File: config.mk
export PLATFORM = sky130hd
export DESIGN_NAME = imuoc_window
export DESIGN_NICKNAME = d
export VERILOG_FILES = /design/src/imuoc_pkg.sv /design/src/imuoc_window.sv
export SDC_FILE = /design/constraint.sdc
export NUM_CORES = 2
export LEC_CHECK = 0
export ABC_AREA = 1
export CAP_MARGIN = 40
export CORE_UTILIZATION = 50
export CTS_CLUSTER_SIZE = 16
export DETAILED_ROUTE_END_ITERATION = 16
export DONT_BUFFER_PORTS = 1
export PLACE_DENSITY = 0.61
export SYNTH_ARGS = -nofsm -noshare
export SYNTH_HDL_FRONTEND = slang
export SYNTH_SLANG_ARGS = --single-unit
File: constraint.sdc
create_clock -name i_clk -period 31 [get_ports i_clk]
set_clock_uncertainty 0.15 [all_clocks]
set_input_delay 3.1 -clock i_clk [delete_from_list [all_inputs] [get_ports i_clk]]
set_output_delay 3.1 -clock i_clk [all_outputs]
set_load 0.02 [all_outputs]
File: src/imuoc_pkg.sv
// ----------------------------------------------------------------------------
// imuoc_pkg
// Shared widths, constants and arithmetic helpers for the IMU offset
// calibration and moving-average core.
// ----------------------------------------------------------------------------
`default_nettype none

package imuoc_pkg;

    // Sample format and block sizes
    localparam int SAMPLE_W    = 16;
    localparam int AXES        = 6;
    localparam int CAL_SAMPLES = 50;
    localparam int WINDOW_LEN  = 10;
    localparam int ONE_G_W     = 15;

    localparam logic [ONE_G_W-1:0] ONE_G_RESET = ONE_G_W'(65536 / 16);

    // Running window sum and its truncated mean
    localparam int WSUM_W      = SAMPLE_W + $clog2(WINDOW_LEN);
    localparam int MEAN_W      = SAMPLE_W + 1;
    localparam int WIN_SHIFT   = WSUM_W + $clog2(WINDOW_LEN);
    localparam int WIN_RECIP_W = WIN_SHIFT + 1;
    localparam logic [WIN_RECIP_W-1:0] WIN_RECIP =
        WIN_RECIP_W'(((64'd1 << WIN_SHIFT) + 64'(WINDOW_LEN) - 64'd1) / 64'(WINDOW_LEN));

    // Calibration sums, bias and the gyro numerator
    localparam int CSUM_W      = SAMPLE_W + 1 + $clog2(CAL_SAMPLES);
    localparam int CNT_W       = $clog2(CAL_SAMPLES + 1);
    localparam int BIAS_W      = SAMPLE_W + 1;
    localparam int NUM_W       = SAMPLE_W + 2 + $clog2(CAL_SAMPLES);
    localparam int CAL_SHIFT   = NUM_W + $clog2(CAL_SAMPLES);
    localparam int CAL_RECIP_W = CAL_SHIFT + 1;
    localparam logic [CAL_RECIP_W-1:0] CAL_RECIP =
        CAL_RECIP_W'(((64'd1 << CAL_SHIFT) + 64'(CAL_SAMPLES) - 64'd1) / 64'(CAL_SAMPLES));
    localparam logic signed [NUM_W-1:0] CAL_SAMPLES_S = NUM_W'(CAL_SAMPLES);

    // Output saturation limits
    localparam logic signed [NUM_W-1:0] SAT_HI = NUM_W'((2 ** (SAMPLE_W - 1)) - 1);
    localparam logic signed [NUM_W-1:0] SAT_LO = NUM_W'(-(2 ** (SAMPLE_W - 1)));

    typedef logic signed [SAMPLE_W-1:0] t_sample;
    typedef logic signed [WSUM_W-1:0]   t_wsum;
    typedef logic signed [CSUM_W-1:0]   t_csum;
    typedef logic signed [MEAN_W-1:0]   t_mean;
    typedef logic signed [BIAS_W-1:0]   t_bias;
    typedef logic signed [NUM_W-1:0]    t_num;

    // Window sum divided by the window length, truncated toward zero
    function automatic t_mean win_mean(input t_wsum s);
        logic [WSUM_W-1:0]             mag;
        logic [WSUM_W+WIN_RECIP_W-1:0] prod;
        logic [MEAN_W-1:0]             q;
        mag  = s[WSUM_W-1] ? WSUM_W'(-s) : WSUM_W'(s);
        prod = (WSUM_W + WIN_RECIP_W)'(mag) * (WSUM_W + WIN_RECIP_W)'(WIN_RECIP);
        q    = MEAN_W'(prod >> WIN_SHIFT);
        return s[WSUM_W-1] ? t_mean'(-q) : t_mean'(q);
    endfunction

    // Value divided by the calibration length, truncated toward zero
    function automatic t_num cal_div(input t_num s);
        logic [NUM_W-1:0]             mag;
        logic [NUM_W+CAL_RECIP_W-1:0] prod;
        logic [NUM_W-1:0]             q;
        mag  = s[NUM_W-1] ? NUM_W'(-s) : NUM_W'(s);
        prod = (NUM_W + CAL_RECIP_W)'(mag) * (NUM_W + CAL_RECIP_W)'(CAL_RECIP);
        q    = NUM_W'(prod >> CAL_SHIFT);
        return s[NUM_W-1] ? t_num'(-q) : t_num'(q);
    endfunction

    // Clamp to the signed sample range
    function automatic t_sample sat16(input t_num v);
        t_num c;
        if (v > SAT_HI) begin
            c = SAT_HI;
        end else if (v < SAT_LO) begin
            c = SAT_LO;
        end else begin
            c = v;
        end
        return t_sample'(c[SAMPLE_W-1:0]);
    endfunction

endpackage

`default_nettype wire

File: src/imuoc_window.sv
// ----------------------------------------------------------------------------
// imuoc_window
// Per-axis shift line of the last samples with a running window sum.
// ----------------------------------------------------------------------------
`default_nettype none

module imuoc_window (
    input  wire logic                 i_clk,
    input  wire logic                 i_rst_n,
    input  wire logic                 i_en,
    input  wire imuoc_pkg::t_sample   i_sample [imuoc_pkg::AXES],
    output imuoc_pkg::t_wsum          o_wsum   [imuoc_pkg::AXES]
);
    import imuoc_pkg::*;

    t_sample r_tap [AXES][WINDOW_LEN];
    t_wsum   r_sum [AXES];

    // Shift in the new sample, drop the oldest, keep the sum in step
    always_ff @(posedge i_clk) begin
        if (!i_rst_n) begin
            for (int a = 0; a < AXES; a++) begin
                r_sum[a] <= '0;
                for (int k = 0; k < WINDOW_LEN; k++) begin
                    r_tap[a][k] <= '0;
                end
            end
        end else if (i_en) begin
            for (int a = 0; a < AXES; a++) begin
                r_sum[a]    <= r_sum[a] + WSUM_W'(i_sample[a])
                               - WSUM_W'(r_tap[a][WINDOW_LEN-1]);
                r_tap[a][0] <= i_sample[a];
                for (int k = 1; k < WINDOW_LEN; k++) begin
                    r_tap[a][k] <= r_tap[a][k-1];
                end
            end
        end
    end

    always_comb begin
        for (int a = 0; a < AXES; a++) begin
            o_wsum[a] = r_sum[a];
        end
    end

endmodule

`default_nettype wire

## Yosys cells after proc, flatten, opt, wreduce, memory -nomap -nowiden

Memories as Yosys holds them, arrays and structs flattened.
Index checks and enable logic that the tools add are counted.

| word-level totals | value |
|---|---|
| memories | 2 |
| bits in latches | 0 |
| memory bits (writable) | 1080 |
| bits in read-only memories | 0 |
| output and inout bits | 120 |
| word-level logic and storage cells | 150 |
| bits of input ports | 99 |
| register bits | 0 |

| cells by class | value |
|---|---|
| shift-type cells | 0 |
| add/subtract/negate cells | 12 |
| eq/ne operators | 0 |
| bitwise operators | 66 |
| reduce and logical (&&, ||, !) cells | 0 |
| multiply operators | 0 |
| divide/modulo/power cells | 0 |
| muxes and demuxes | 70 |
| order comparisons | 0 |

Memories:

| name | depth | width | read ports | clocked after memory_dff | wr ports | RTL line | RTL |
|---|---|---|---|---|---|---|---|
| r_tap | 6 | 160 | 6 | 0 | 6 | imuoc_window.sv:16 | `t_sample r_tap [AXES][WINDOW_LEN];` |
| r_sum | 6 | 20 | 6 | 0 | 6 | imuoc_window.sv:17 | `t_wsum r_sum [AXES];` |

Operators with widths:

| cell | number |
|---|---|
| 16-bit 2-to-1 mux | 60 |
| 20-bit by 16-bit adder with 20-bit output | 6 |
| 20-bit 2-to-1 mux | 6 |
| 20-bit by 16-bit subtractor with 20-bit output | 6 |
| 1-bit bitwise OR | 66 |
| 1-bit 2-to-1 mux | 4 |

## Depth between registers and ports, before layout

| logic depth | value |
|---|---|
| depth in word-level cells | 4 |
| gate-level depth with buffers | 15 |
| gate-level depth less buffers | 15 |

## Worst setup path before layout

No wires, ideal clock.

| timing path | value |
|---|---|
| path type | input port to flip-flop |
| start | input port i_en |
| end | memory r_sum[0][0] (netlist name) (enable) |
| data arrival time | 20.442 ns |
| required time | 23.510 ns |
| path slack | 3.068 ns |
| path buffers | 0 |
| stages | 2 |
| cell sequence | inv_1 nand2_1 |

RTL lines:

| element | RTL line | RTL |
|---|---|---|
| start, declared | imuoc_window.sv:10 | `input wire logic i_en,` |
| end, declared | imuoc_window.sv:17 |  |

==> metrics.txt <==
relative slew slack 0.266; Clock Path Buffers 3; WP data arrival 6.77 ns; EDFF count, synth ~1100; final WL 93300 um; GRT overflow 0; Final Max Tran Viols 0; Synth Instances 4996; Starting Density 0.507; largest net degree at the start of global routing 195; CTS root buffer clkbuf_16; final net count approximately 5400; IO Pins 219; hold crit path type register to register; Seq/Total Area, Yosys 0.635; Final Hold Slack 0.383 ns; pre-CTS WS 23.80 ns; WL/cell 14.4 um; ys flop type edfxtp_1; GRT Total Usage 0.184; # DRC 0; post-CTS resize count 0; Final setup viols 0; TNS Setup 0 ns; footprint of the multi-input gates around 12000 um^2; Lkg Pwr between 20 and 25 nW; Post-Synth Adder-Cell Area 0.0755; fill cell count 8901; CTS Buf Count 111; startpoint types input pin; diodes inserted 0; M1 wire length 43900 um; leading post-synthesis cells by instance count 1513 x inv_1, 1145 x nor2_1, 1080 x edfxtp_1; CP Buf/Inv Count 5; FMAX approximately 150 MHz; CP Data Required Time 31.28 ns; GP Congestion slightly below 0.9; CTS tree yes; delay-heaviest family, CP buffers and inverters; share of layout cells above drive strength 1 0.0471; Area Growth Syn to Fin 10.2%; Post-Synth Simple-Gate Area 0.136; Net Count, Synth 5335; Yosys Warn Count 0; register area 32400 um^2; final worst slack 24.51 ns; number of hold buffers added after CTS 0; outcome finished clean; vias in the first global route 28600; minimum clock period roughly 6.5 ns; CORE AREA 101000 um^2; Yosys reg bits 1080; area fraction of the dominant cell type after synthesis 0.635; Design Area, Final roughly 56000 um^2; drt pass-1 iters 5; crit-path most repeated cell buf_4; # rows 116; crit path max-delay cell type buf_4; first-pass GRT wire length 151000 um; Die Area 103000 um^2; compound-gate portion of the synthesized area 0.0279; mux share of post-synthesis cell area 0; Final Hold Vio Count 0; top layer in use met5; xor/xnor cell area share of the yosys netlist 0.00309; PortBufs 0; count leader, synth inv_1; placed instance area around 53000 um^2; met2 WL between 40000 and 50000 um; unrepaired setup endpoints after global routing false; VDD IR-drop max 0.0000448 V; post-synthesis cell area 51100 um^2; Max Cap Violations 0; drt first-iter violations approximately 2400; CP endpoint kind register; crit-path max cell delay 0.78 ns; largest cells by area after synthesis edfxtp_1 63%, inv_1 11%, nor2_1 8.4%; htree depth 3; Setup CP Type input pin to register; met3 wire len approximately 5500 um; main combinational cell family by area after synthesis simple AND/OR/NAND/NOR gates; initial antenna violation count 4; clock-pin slew on the worst setup and hold paths around 0.06 ns; crit path cell chain nand2_4 > buf_4 > buf_4 > buf_12 > buf_4 > buf_16 > nor2_1; Synth area leader edfxtp_1; power after layout slightly below 0.004 W; Netlist cell types 28; DR vias/cell around 4.6; Power Dens Cells 70.7 nW/um^2; FFs w/ async S/R, synth 0; HPWL after detailed placement 62400 um; vias 29900; crit path max fanout 191; Die H about 320 um; # Post-CTS Setup Buffers 0; Final ANT Viol Nets 0; slew of the pin with the lowest slew margin 1.10 ns; worst skew pair latency slightly below 0.7 ns; Final period util 0.209; Synth Area per Inst 10.2 um^2; DIE WIDTH roughly 320 um; CTS Sinks 1080
==> cell families (layout without fill, tap and decap cells) <==
kind of cell | after synthesis | in the layout
XOR/XNOR | 18 | 18
adder cells (fa/ha/maj) | 240 | 240
AND/OR/NAND/NOR | 1755 | 1755
AO/OA/AOI/OAI | 270 | 270
flip-flops | 1080 | 1080
buffers and inverters | 1633 | 1754
==> through the flow <==
| stage | utilization | cells |
|---|---|---|
| after global placement | 0.521 | 6256 |
| after detailed placement | 0.523 | 6266 |
| after global routing | 0.559 | 6474 |
| after CTS | 0.559 | 6474 |
| after floorplan | - | 4996 |
| final | 0.559 | 6474 |
==> routing by layer <==
metal / vias to the layer above / GRT usage
met3: 160 / 0.0470
met2: 423 / 0.278
met5: - / 0
met4: 6 / 0.0644
li1: 15200 / -
met1: 14000 / 0.258
==> worst paths after layout <==
path / startpoint / end / slack, ns / cells past startpoint
setup / recovery: i_rst_n / r_tap[0][107] / 24.51 / 7
hold / removal: r_tap[3][110] / r_tap[3][94] / 0.38 / 2
setup reg to reg: r_sum[4][9] / r_sum[4][18] / 27.99 / 12
hold reg to reg: r_tap[3][110] / r_tap[3][94] / 0.38 / 2
==> layout make-up <==
cell class / instances / area share
Clock inverter: 70 / 0.0108
Tap cell: 1357 / 0.0302
Inverter: 1514 / 0.101
Sequential cell: 1080 / 0.576
Clock buffer: 138 / 0.0527
Multi-Input combinational cell: 2283 / 0.221
Timing Repair Buffer: 32 / 0.00849
==> flip-flops by register name (all words and copies together) (netlist names) <==
signal / count
r_sum: 120
r_tap: 960
==> cell usage in the layout (no fill, tap or decap) <==
master      count
clkbuf_16     115
o21a_1          6
xor2_1          6
buf_12          3
and2_1          4
nand4_1         6
bufinv_16      10
nand2_2        15
o21ai_2         6
nand2_4         2
nor2_1       1145
xnor2_1        12
nand3_1        94
clkinv_4        4
buf_4          19
nor4_1         18
inv_4           1
clkinv_2       23
ha_1          126
o21bai_2        1
inv_1        1512
a21oi_1       179
and2_4          1
inv_6           4
clkinv_1       26
nor3_1          6
nand2_1       432
edfxtp_1     1080
clkinvlp_4      4
clkbuf_1       23
buf_16         10
nor2_2         10
fa_1          114
o21bai_1       12
nand3_2        13
o21ai_0        66
nand3b_1        9
==> tightest hold or removal path, stage by stage, from the launching register on <==
cell and delay [ns]:
edfxtp_1 0.32, inv_1 0.04, nor2_1 0.08
==> power breakdown <==
part / total, W / switching (W) / internal, W
clock network: 0.00132 / 0.000560 / 0.000759
registers: 0.00185 / 0.000110 / 0.00174
logic: 0.000811 / 0.000542 / 0.000270
total: 0.00398 / 0.00121 / 0.00277
Power figures use the tool's default switching activity.
