[config.mk]
export PLATFORM = sky130hd
export DESIGN_NAME = imuoc_cal
export DESIGN_NICKNAME = d
export VERILOG_FILES = /design/src/imuoc_pkg.sv /design/src/imuoc_cal.sv
export SDC_FILE = /design/constraint.sdc
export NUM_CORES = 1
export LEC_CHECK = 0
export BUFFER_PORTS_ARGS = -buffer_cell sky130_fd_sc_hd__buf_2
export CORE_UTILIZATION = 50
export DETAILED_ROUTE_END_ITERATION = 6
export PLACE_DENSITY = 0.74
export SETUP_SLACK_MARGIN = 0.02
export SLEW_MARGIN = 10
export SYNTH_ARGS = -nofsm -noshare
export SYNTH_HDL_FRONTEND = slang
export SYNTH_SLANG_ARGS = --single-unit
[constraint.sdc]
create_clock -name i_clk -period 4.3 [get_ports i_clk]
set_input_delay 0.86 -clock i_clk [delete_from_list [all_inputs] [get_ports i_clk]]
set_output_delay 0.86 -clock i_clk [all_outputs]
set_load 0.02 [all_outputs]
[src/imuoc_pkg.sv]
// ----------------------------------------------------------------------------
// imuoc_pkg
// Shared widths, constants and arithmetic helpers for the IMU offset
// calibration and moving-average core.
// ----------------------------------------------------------------------------
`default_nettype none

package imuoc_pkg;

    // Sample format and block sizes
    localparam int SAMPLE_W    = 16;
    localparam int AXES        = 6;
    localparam int CAL_SAMPLES = 50;
    localparam int WINDOW_LEN  = 10;
    localparam int ONE_G_W     = 15;

    localparam logic [ONE_G_W-1:0] ONE_G_RESET = ONE_G_W'(65536 / 16);

    // Running window sum and its truncated mean
    localparam int WSUM_W      = SAMPLE_W + $clog2(WINDOW_LEN);
    localparam int MEAN_W      = SAMPLE_W + 1;
    localparam int WIN_SHIFT   = WSUM_W + $clog2(WINDOW_LEN);
    localparam int WIN_RECIP_W = WIN_SHIFT + 1;
    localparam logic [WIN_RECIP_W-1:0] WIN_RECIP =
        WIN_RECIP_W'(((64'd1 << WIN_SHIFT) + 64'(WINDOW_LEN) - 64'd1) / 64'(WINDOW_LEN));

    // Calibration sums, bias and the gyro numerator
    localparam int CSUM_W      = SAMPLE_W + 1 + $clog2(CAL_SAMPLES);
    localparam int CNT_W       = $clog2(CAL_SAMPLES + 1);
    localparam int BIAS_W      = SAMPLE_W + 1;
    localparam int NUM_W       = SAMPLE_W + 2 + $clog2(CAL_SAMPLES);
    localparam int CAL_SHIFT   = NUM_W + $clog2(CAL_SAMPLES);
    localparam int CAL_RECIP_W = CAL_SHIFT + 1;
    localparam logic [CAL_RECIP_W-1:0] CAL_RECIP =
        CAL_RECIP_W'(((64'd1 << CAL_SHIFT) + 64'(CAL_SAMPLES) - 64'd1) / 64'(CAL_SAMPLES));
    localparam logic signed [NUM_W-1:0] CAL_SAMPLES_S = NUM_W'(CAL_SAMPLES);

    // Output saturation limits
    localparam logic signed [NUM_W-1:0] SAT_HI = NUM_W'((2 ** (SAMPLE_W - 1)) - 1);
    localparam logic signed [NUM_W-1:0] SAT_LO = NUM_W'(-(2 ** (SAMPLE_W - 1)));

    typedef logic signed [SAMPLE_W-1:0] t_sample;
    typedef logic signed [WSUM_W-1:0]   t_wsum;
    typedef logic signed [CSUM_W-1:0]   t_csum;
    typedef logic signed [MEAN_W-1:0]   t_mean;
    typedef logic signed [BIAS_W-1:0]   t_bias;
    typedef logic signed [NUM_W-1:0]    t_num;

    // Window sum divided by the window length, truncated toward zero
    function automatic t_mean win_mean(input t_wsum s);
        logic [WSUM_W-1:0]             mag;
        logic [WSUM_W+WIN_RECIP_W-1:0] prod;
        logic [MEAN_W-1:0]             q;
        mag  = s[WSUM_W-1] ? WSUM_W'(-s) : WSUM_W'(s);
        prod = (WSUM_W + WIN_RECIP_W)'(mag) * (WSUM_W + WIN_RECIP_W)'(WIN_RECIP);
        q    = MEAN_W'(prod >> WIN_SHIFT);
        return s[WSUM_W-1] ? t_mean'(-q) : t_mean'(q);
    endfunction

    // Value divided by the calibration length, truncated toward zero
    function automatic t_num cal_div(input t_num s);
        logic [NUM_W-1:0]             mag;
        logic [NUM_W+CAL_RECIP_W-1:0] prod;
        logic [NUM_W-1:0]             q;
        mag  = s[NUM_W-1] ? NUM_W'(-s) : NUM_W'(s);
        prod = (NUM_W + CAL_RECIP_W)'(mag) * (NUM_W + CAL_RECIP_W)'(CAL_RECIP);
        q    = NUM_W'(prod >> CAL_SHIFT);
        return s[NUM_W-1] ? t_num'(-q) : t_num'(q);
    endfunction

    // Clamp to the signed sample range
    function automatic t_sample sat16(input t_num v);
        t_num c;
        if (v > SAT_HI) begin
            c = SAT_HI;
        end else if (v < SAT_LO) begin
            c = SAT_LO;
        end else begin
            c = v;
        end
        return t_sample'(c[SAMPLE_W-1:0]);
    endfunction

endpackage

`default_nettype wire

[src/imuoc_cal.sv]
// ----------------------------------------------------------------------------
// imuoc_cal
// Calibration accumulators: sums the first samples after reset per axis,
// then freezes the sums for use as bias.
// ----------------------------------------------------------------------------
`default_nettype none

module imuoc_cal (
    input  wire logic                            i_clk,
    input  wire logic                            i_rst_n,
    input  wire logic                            i_en,
    input  wire imuoc_pkg::t_sample              i_sample [imuoc_pkg::AXES],
    input  wire logic [imuoc_pkg::ONE_G_W-1:0]   i_one_g,
    output imuoc_pkg::t_csum                     o_sum    [imuoc_pkg::AXES],
    output logic                                 o_done
);
    import imuoc_pkg::*;

    logic             r_active;
    logic             n_active;
    logic [CNT_W-1:0] r_count;
    logic [CNT_W-1:0] n_count;
    t_csum            r_sum [AXES];
    t_csum            n_sum [AXES];
    t_csum            one_g;

    assign one_g = t_csum'({1'b0, i_one_g});

    // Accumulate while calibrating; z accel has one g taken off
    always_comb begin
        n_active = r_active;
        n_count  = r_count;
        for (int a = 0; a < AXES; a++) begin
            n_sum[a] = r_sum[a];
        end
        if (i_en && r_active) begin
            n_count = r_count + 1'b1;
            for (int a = 0; a < AXES; a++) begin
                n_sum[a] = r_sum[a] + CSUM_W'(i_sample[a]);
            end
            n_sum[2] = r_sum[2] + CSUM_W'(i_sample[2]) - one_g;
            if (r_count == CNT_W'(CAL_SAMPLES - 1)) begin
                n_active = 1'b0;
            end
        end
    end

    always_ff @(posedge i_clk) begin
        if (!i_rst_n) begin
            r_active <= 1'b1;
            r_count  <= '0;
            for (int a = 0; a < AXES; a++) begin
                r_sum[a] <= '0;
            end
        end else begin
            r_active <= n_active;
            r_count  <= n_count;
            for (int a = 0; a < AXES; a++) begin
                r_sum[a] <= n_sum[a];
            end
        end
    end

    always_comb begin
        for (int a = 0; a < AXES; a++) begin
            o_sum[a] = r_sum[a];
        end
    end

    assign o_done = !r_active;

endmodule

`default_nettype wire
; Word-level counts from Yosys, hierarchy flattened
; Memories as Yosys holds them, arrays and structs flattened.
; Cells that the tools add are included.
[classes]
addsub = 8
eq_ne = 1
mux = 9
reduce_logical = 3
bitwise = 6
[op_table]
columns = operator, count
row1 = 23-bit by 16-bit adder with 23-bit output, 6
row2 = 138-bit two-way mux, 1
row3 = 23-bit two-way mux, 6
row4 = 23-bit by 16-bit subtractor with 23-bit output, 1
row5 = 6-bit by 1-bit adder with 6-bit output (second input constant), 1
row6 = 6-bit equality test (second input constant), 1
row7 = 1-bit bitwise OR, 6
row8 = 1-bit two-way mux, 2
row9 = 2-bit AND reduction, 1
row10 = 1-bit logical AND, 1
row11 = 1-bit logical NOT, 1
[word_totals]
ram_bits = 138
out_inout_bits = 139
input_bits = 114
mem_count = 1
reg_bits = 7
[mem_list]
columns = memory, depth, word_bits, rd, rd_ports_with_merged_regs, write_ports, line
row1 = r_sum, 6, 23, 6, 0, 6, imuoc_cal.sv:23  ; t_csum r_sum [AXES];

; Longest topological paths before layout
; Gate-level depths: netlist of the first run.
; An unclocked memory read counts as a cell.
[logic_depth]
word_depth = 5
depth_mapped = 13

; Worst setup path before layout of the first run
; OpenSTA, ideal clock, no wires.
[synth_path]
path_kind = input -> register
from = input port i_sample[49] (netlist name)
to = memory r_sum[2][20] (netlist name)
arrival_time_ns = 3.308
cell_stages = 12
path_slack_ns = 0.863
required_ns = 4.172
path_cell_list = inv_1 -> fa_1 -> inv_1 -> fa_1 -> a21o_1 -> a21oi_1 -> o21ai_0 -> a31o_2 -> o41ai_1 -> o311ai_0 -> xnor2_1 -> o21ai_0
[synth_lines]
columns = element, line
row1 = from (decl), imuoc_cal.sv:12  ; input wire imuoc_pkg::t_sample i_sample [imuoc_pkg::AXES],
row2 = to (decl), imuoc_cal.sv:23

==> flow_summary.yaml, run 1 <==
outcome:
  status: "finished, final reports clean"
clock_network:
  htree_num_levels: 4
  clkSinkCount: 145
  path_clk_slew_ns: 0.07
  cts_buffer_depth: 2
  postCtsHoldBufs: 0
  tritoncts: "done"
  cts_setup_buffers: 0
  numCtsBuffers: 17
  cts.repair.resized: 0
  root_buffer: "clkbuf_16"
  insertion_delay_ns: 0.44
grt:
  overflow: 0
  antenna_found_initial: 0
  grt_max_degree: 52
  grt_use_total_pct: 26.21
  grt_pass1_vias: 11060
  grt_pass1_wl_mm: 52.12
timing:
  fin_crit_sh_pct: 81.81
  post-route-min-period_ns: 3.518
  setup_tns_ns: 0
  rsz0062_at_grt: "false"
  finClkSkew_ns: 0.01469
  max_slew.worst_pin.slew_ns: 0.8418
  finalSetupViolations: 0
  timing.fmax_ghz: 0.2843
  max-slew-margin-rel_pct: 42.43
  finalHoldViolations: 0
  slew_violations: 0
logic_synthesis:
  synth_nets: 1816
  syn_area_sq_um: 11810
  synth-seq-area-share_pct: 24.57
  synth_edf_count: 0
  syn_area_per_cell_sq_um: 7.671
  synthArstFlopShare_pct: 0
  syn_inst: 1540
  synth.distinct_cells: 66
  synth_ff_type: "dfxtp_1"
  ys_warn_count: 0
  ys_ff_latch: 145
power:
  p_per_area_nw_per_um2: 502.7
  clkPwrFrac_pct: 22.4
  seqPwrFrac_pct: 25.9
  switching_share_pct: 43.59
  irDropWorstVdd_v: 0.0002776
  p_total_mw: 7.033
  p_comb_share_pct: 51.7
  p_switching_mw: 3.066
  internal_power_mw: 3.967
  p_leak_nw: 6.913
floorplanning:
  core_sq_um: 22920
  die_h_microns: 155.7
  rows: 55
  dieArea_sq_um: 24240
  start_util_pct: 51.55
  design.portCount: 253
  die_w_microns: 155.7
placement:
  gp_congestion: 0.9176
  io_buffers: 252
  dp_hpwl_mm: 23.73
  dp_cells: 2066
final_layout:
  fin_util_pct: 61.05
  drive_gt1_share_pct: 17.87
  finish.net_count: 2048
  final_common_cell: "buf_2"
  final_cell_mix: "252 x buf_2, 232 x nand2_1, 161 x a21oi_1, 145 x dfxtp_1, 142 x ha_1"
  n_fill_cell: 2141
  antennaDiodeCount: 0
  stdcell_count: 2098
  synthToLayoutAreaGrowth_pct: 18.44
drt:
  drc_errors: 0
  vias_per_cell: 5.595
  vias: 11738
  first_iter_violations: 594
  drt_wl_total_mm: 31.76
  firstDrtPassIters: 5
  drtAntennaViolNets: 0
  wl_per_cell_microns: 15.14
setup_path:
  worstPathCellList: "buf_2 > inv_1 > fa_1 > inv_1 > fa_1 > a21o_1 > a21oi_1 > o21ai_0 > a31oi_1 > a211oi_1 > nor2_1 > mux2i_1 > o2111ai_1"
  critPathCaptureType: "register"
  arrival_ns: 3.81
  slowest_stage: "fa_1"
  criticalPathCategory: "primary input to register"
  cp_max_fo: 4
  cp-start-kind: "primary input"
  path_buf_inv: 3
  cp_top_family: "compound AO/OA/AOI/OAI gates"
  slowest_delay_ns: 0.54
  crit_required_ns: 4.59
run:
  maxCapViolCount: 0
min_path:
  hold_path.class: "register to register"
sequential cells by signal, summed over array words and instances, names as in the netlist:
| name | count |
|---|---|
| r_active | 1 |
| r_count | 6 |
| r_sum | 138 |
synth_stat cells, types with 27 or more instances:
cell / instances / area, sq um
a21o_1: 46 / 345.3
a21oi_1: 161 / 805.8
a31oi_1: 27 / 168.9
clkbuf_1: 42 / 157.7
dfxtp_1: 145 / 2903
ha_1: 142 / 1777
inv_1: 114 / 427.9
nand2_1: 234 / 878.3
nand3_1: 29 / 145.1
nor2_1: 98 / 367.9
o21ai_0: 109 / 545.5
xnor2_1: 61 / 534.3
xor2_1: 45 / 394.1
power by group through the flow:
stage	combinational, mW	sequential [mW]	clock (mW)
after floorplan	2.42	2.11	0
after global placement	3.52	1.84	0
after detailed placement	3.59	1.85	0
after CTS	3.62	1.82	1.60
after global routing	4.05	1.86	1.65
final	3.64	1.82	1.57
through the flow:
step / instance area, sq um / setup slack (ns) / hold WS, ns
floorplan: 11810 / 0.8634 / 0.4712
global route: 13990 / 0.4869 / 0.4758
global placement: 13390 / 0.5128 / 0.4456
CTS: 13990 / 0.8251 / 0.4644
finish: 13990 / 0.7822 / 0.4582
detailed placement: 13390 / 0.3709 / 0.4541
path summary, 6_finish.rpt:
check / start / end / slack, ns / cells after the start
max: i_sample[49] / r_sum[2][22] / 0.78 / 13
min: r_sum[2][19] / r_sum[2][19] / 0.46 / 2
max reg2reg: r_sum[2][9] / r_sum[2][15] / 0.95 / 12
min reg2reg: r_sum[2][19] / r_sum[2][19] / 0.46 / 2
per-layer routing:
layer | part of all wire [%] | track usage (%)
met2 | 46 | 43.78
met1 | 46 | 33.91
met3 | 5.8 | 4.972
met5 | 0 | 0
met4 | 1.9 | 8.543
final cells by class:
type	instances	area, sq um	share of cell area [%]
Clock buffer	18	439.2	3.139
Timing Repair Buffer	261	1341	9.587
Inverter	115	432.9	3.094
Clock inverter	14	166.4	1.189
Sequential cell	145	2903	20.75
Tap cell	313	391.6	2.799
Multi-Input combinational cell	1232	8317	59.44
cell families after synthesis:
family | share of synthesized area, %
AND/OR/NAND/NOR | 18.36
AO/OA/AOI/OAI | 24.32
buffers and inverters | 5.190
adder cells (fa/ha/maj) | 18.43
flip-flops | 24.57
XOR/XNOR | 7.859
multiplexers | 1.271
worst reg2reg max path, stage by stage (launching register included):
cell,delay (ns)
dfxtp_1,0.38
inv_1,0.07
fa_1,0.49
inv_1,0.05
ha_1,0.36
a21oi_1,0.16
o21ai_0,0.12
or2_2,0.29
a31oi_1,0.34
o21ai_0,0.37
a2111oi_0,0.47
a31oi_1,0.08
o22ai_1,0.13
(Power assumes the default switching activity.)
==> run 2: changes to the inputs <==
==> constraint.sdc (replaced) <==
create_clock -name i_clk -period 3.3 [get_ports i_clk]
set_input_delay 0.66 -clock i_clk [delete_from_list [all_inputs] [get_ports i_clk]]
set_output_delay 0.66 -clock i_clk [all_outputs]
set_load 0.02 [all_outputs]
==> flow_summary.yaml, run 2 (synthesis results as in run 1) <==
final_layout:
  fin_util_pct: 62.18
  final_cell_mix: "252 x buf_2, 232 x nand2_1, 160 x a21oi_1, 145 x dfxtp_1, 142 x ha_1"
  largest_register_ffs: 138
  reg_top3: "r_sum x138, r_count x6, r_active x1"
  antennaDiodeCount: 0
  drive_gt1_share_pct: 19.52
  finish.net_count: 2082
  regMostFlops: "r_sum"
  final_common_cell: "buf_2"
  synthToLayoutAreaGrowth_pct: 20.62
  final_cell_area_sq_um: 14250
drt:
  drt_wl_total_mm: 31.91
  vias: 11923
  drc_errors: 0
  wl_per_cell_microns: 14.97
  drtAntennaViolNets: 0
  firstDrtPassIters: 5
  vias_per_cell: 5.592
  first_iter_violations: 635
min_path:
  hold_path.class: "register to register"
grt:
  grt_pass1_vias: 11032
  grt_use_total_pct: 26.26
  grt_max_degree: 52
  overflow: 0
  antenna_found_initial: 0
  grt_pass1_wl_mm: 52.31
setup_path:
  worstPathCellList: "inv_1 > ha_1 > inv_1 > ha_1 > fa_1 > a21o_1 > a21oi_2 > o21ai_0 > a31o_2 > o41ai_1 > buf_4 > o311ai_0 > xnor2_1 > o21ai_0"
  crit_required_ns: 3.64
  cp_max_fo: 3
  cp_top_family: "compound AO/OA/AOI/OAI gates"
  criticalPathCategory: "register to register"
  cp-start-kind: "register"
  critPathCaptureType: "register"
  regToRegSetupSlack_ns: 0.19
  arrival_ns: 3.45
  slowest_stage: "fa_1"
  path_buf_inv: 3
  slowest_delay_ns: 0.47
floorplanning:
  design.portCount: 253
  dieArea_sq_um: 24240
  rows: 55
  core_sq_um: 22920
  die_h_microns: 155.7
  start_util_pct: 51.55
  die_w_microns: 155.7
clock_network:
  postCtsHoldBufs: 0
  path_clk_slew_ns: 0.06
  cts_buffer_depth: 2
  htree_num_levels: 4
  tritoncts: "done"
  root_buffer: "clkbuf_16"
  insertion_delay_ns: 0.42
  numCtsBuffers: 17
  clkSinkCount: 145
power:
  irDropWorstVdd_v: 0.0002999
  p_per_area_nw_per_um2: 659.4
  p_leak_nw: 7.081
  p_total_mw: 9.396
timing:
  max_slew.worst_pin.slew_ns: 0.9812
  finClkSkew_ns: 0.01478
  whs_ns: 0.4607
  max-slew-margin-rel_pct: 34.34
  setup_tns_ns: 0
  timing.fmax_ghz: 0.3213
  fin_crit_sh_pct: 94.33
  finalHoldViolations: 0
  slew_violations: 0
  finalSetupViolations: 0
  rsz0062_at_grt: "false"
  post-route-min-period_ns: 3.113
placement:
  gp_congestion: 0.9240
  placed_cell_area_sq_um: 13630
  dp_hpwl_mm: 23.90
  io_buffers: 252
outcome:
  status: "finished, final reports clean"
run:
  maxCapViolCount: 0
==> run 2: layout make-up <==
| class | instances | area, sq um |
|---|---|---|
| Inverter | 115 | 432.9 |
| Clock inverter | 13 | 161.4 |
| Multi-Input combinational cell | 1232 | 8333 |
| Clock buffer | 19 | 442.9 |
| Tap cell | 313 | 391.6 |
| Fill cell | 2144 | 8667 |
| Sequential cell | 145 | 2903 |
| Timing Repair Buffer | 295 | 1584 |
==> run 2: path summary, 6_finish.rpt <==
path,from,end,depth (start not counted)
worst min register to register,r_sum[2][19],r_sum[2][19],2
worst max-delay path,r_sum[2][0],r_sum[2][20],14
worst max register to register,r_sum[2][0],r_sum[2][20],14
worst min-delay path,r_sum[2][19],r_sum[2][19],2
==> run 2: what timing repair did <==
item                                    in CTS  in global routing
gates resized for setup                      1                  4
buffers inserted                             0                  0
endpoints found under the setup margin       1                  7
pin swaps                                    0                  2
==> run 2: layer usage <==
metal / up-vias / track usage (%) / wire length [microns]
li1: 5981 / - / -
met1: 5547 / 34.28 / 14590
met2: 357 / 44.44 / 14930
met3: 38 / 4.639 / 1922
met4: 0 / 7.096 / 471
met5: - / 0 / 0
==> run 2: stage by stage <==
step | std cells | worst slack, ns
global route | 2132 | 0.02605
CTS | 2132 | 0.03776
detailed placement | 2100 | -0.2599
finish | 2132 | 0.1872
global placement | 2100 | -0.1631
floorplan | 1540 | 0.06344
==> run 2: where the power goes <==
group / total [mW] / switching [mW] / internal, mW
registers: 2.37 / 0.284 / 2.09
logic: 5.00 / 2.88 / 2.11
clock network: 2.03 / 0.814 / 1.21
total: 9.40 / 3.98 / 5.41
==> run 2: worst min-delay path: stages (launching register included) <==
cell	delay, ns
dfxtp_1	0.32
nand2_1	0.06
nand2_1	0.04
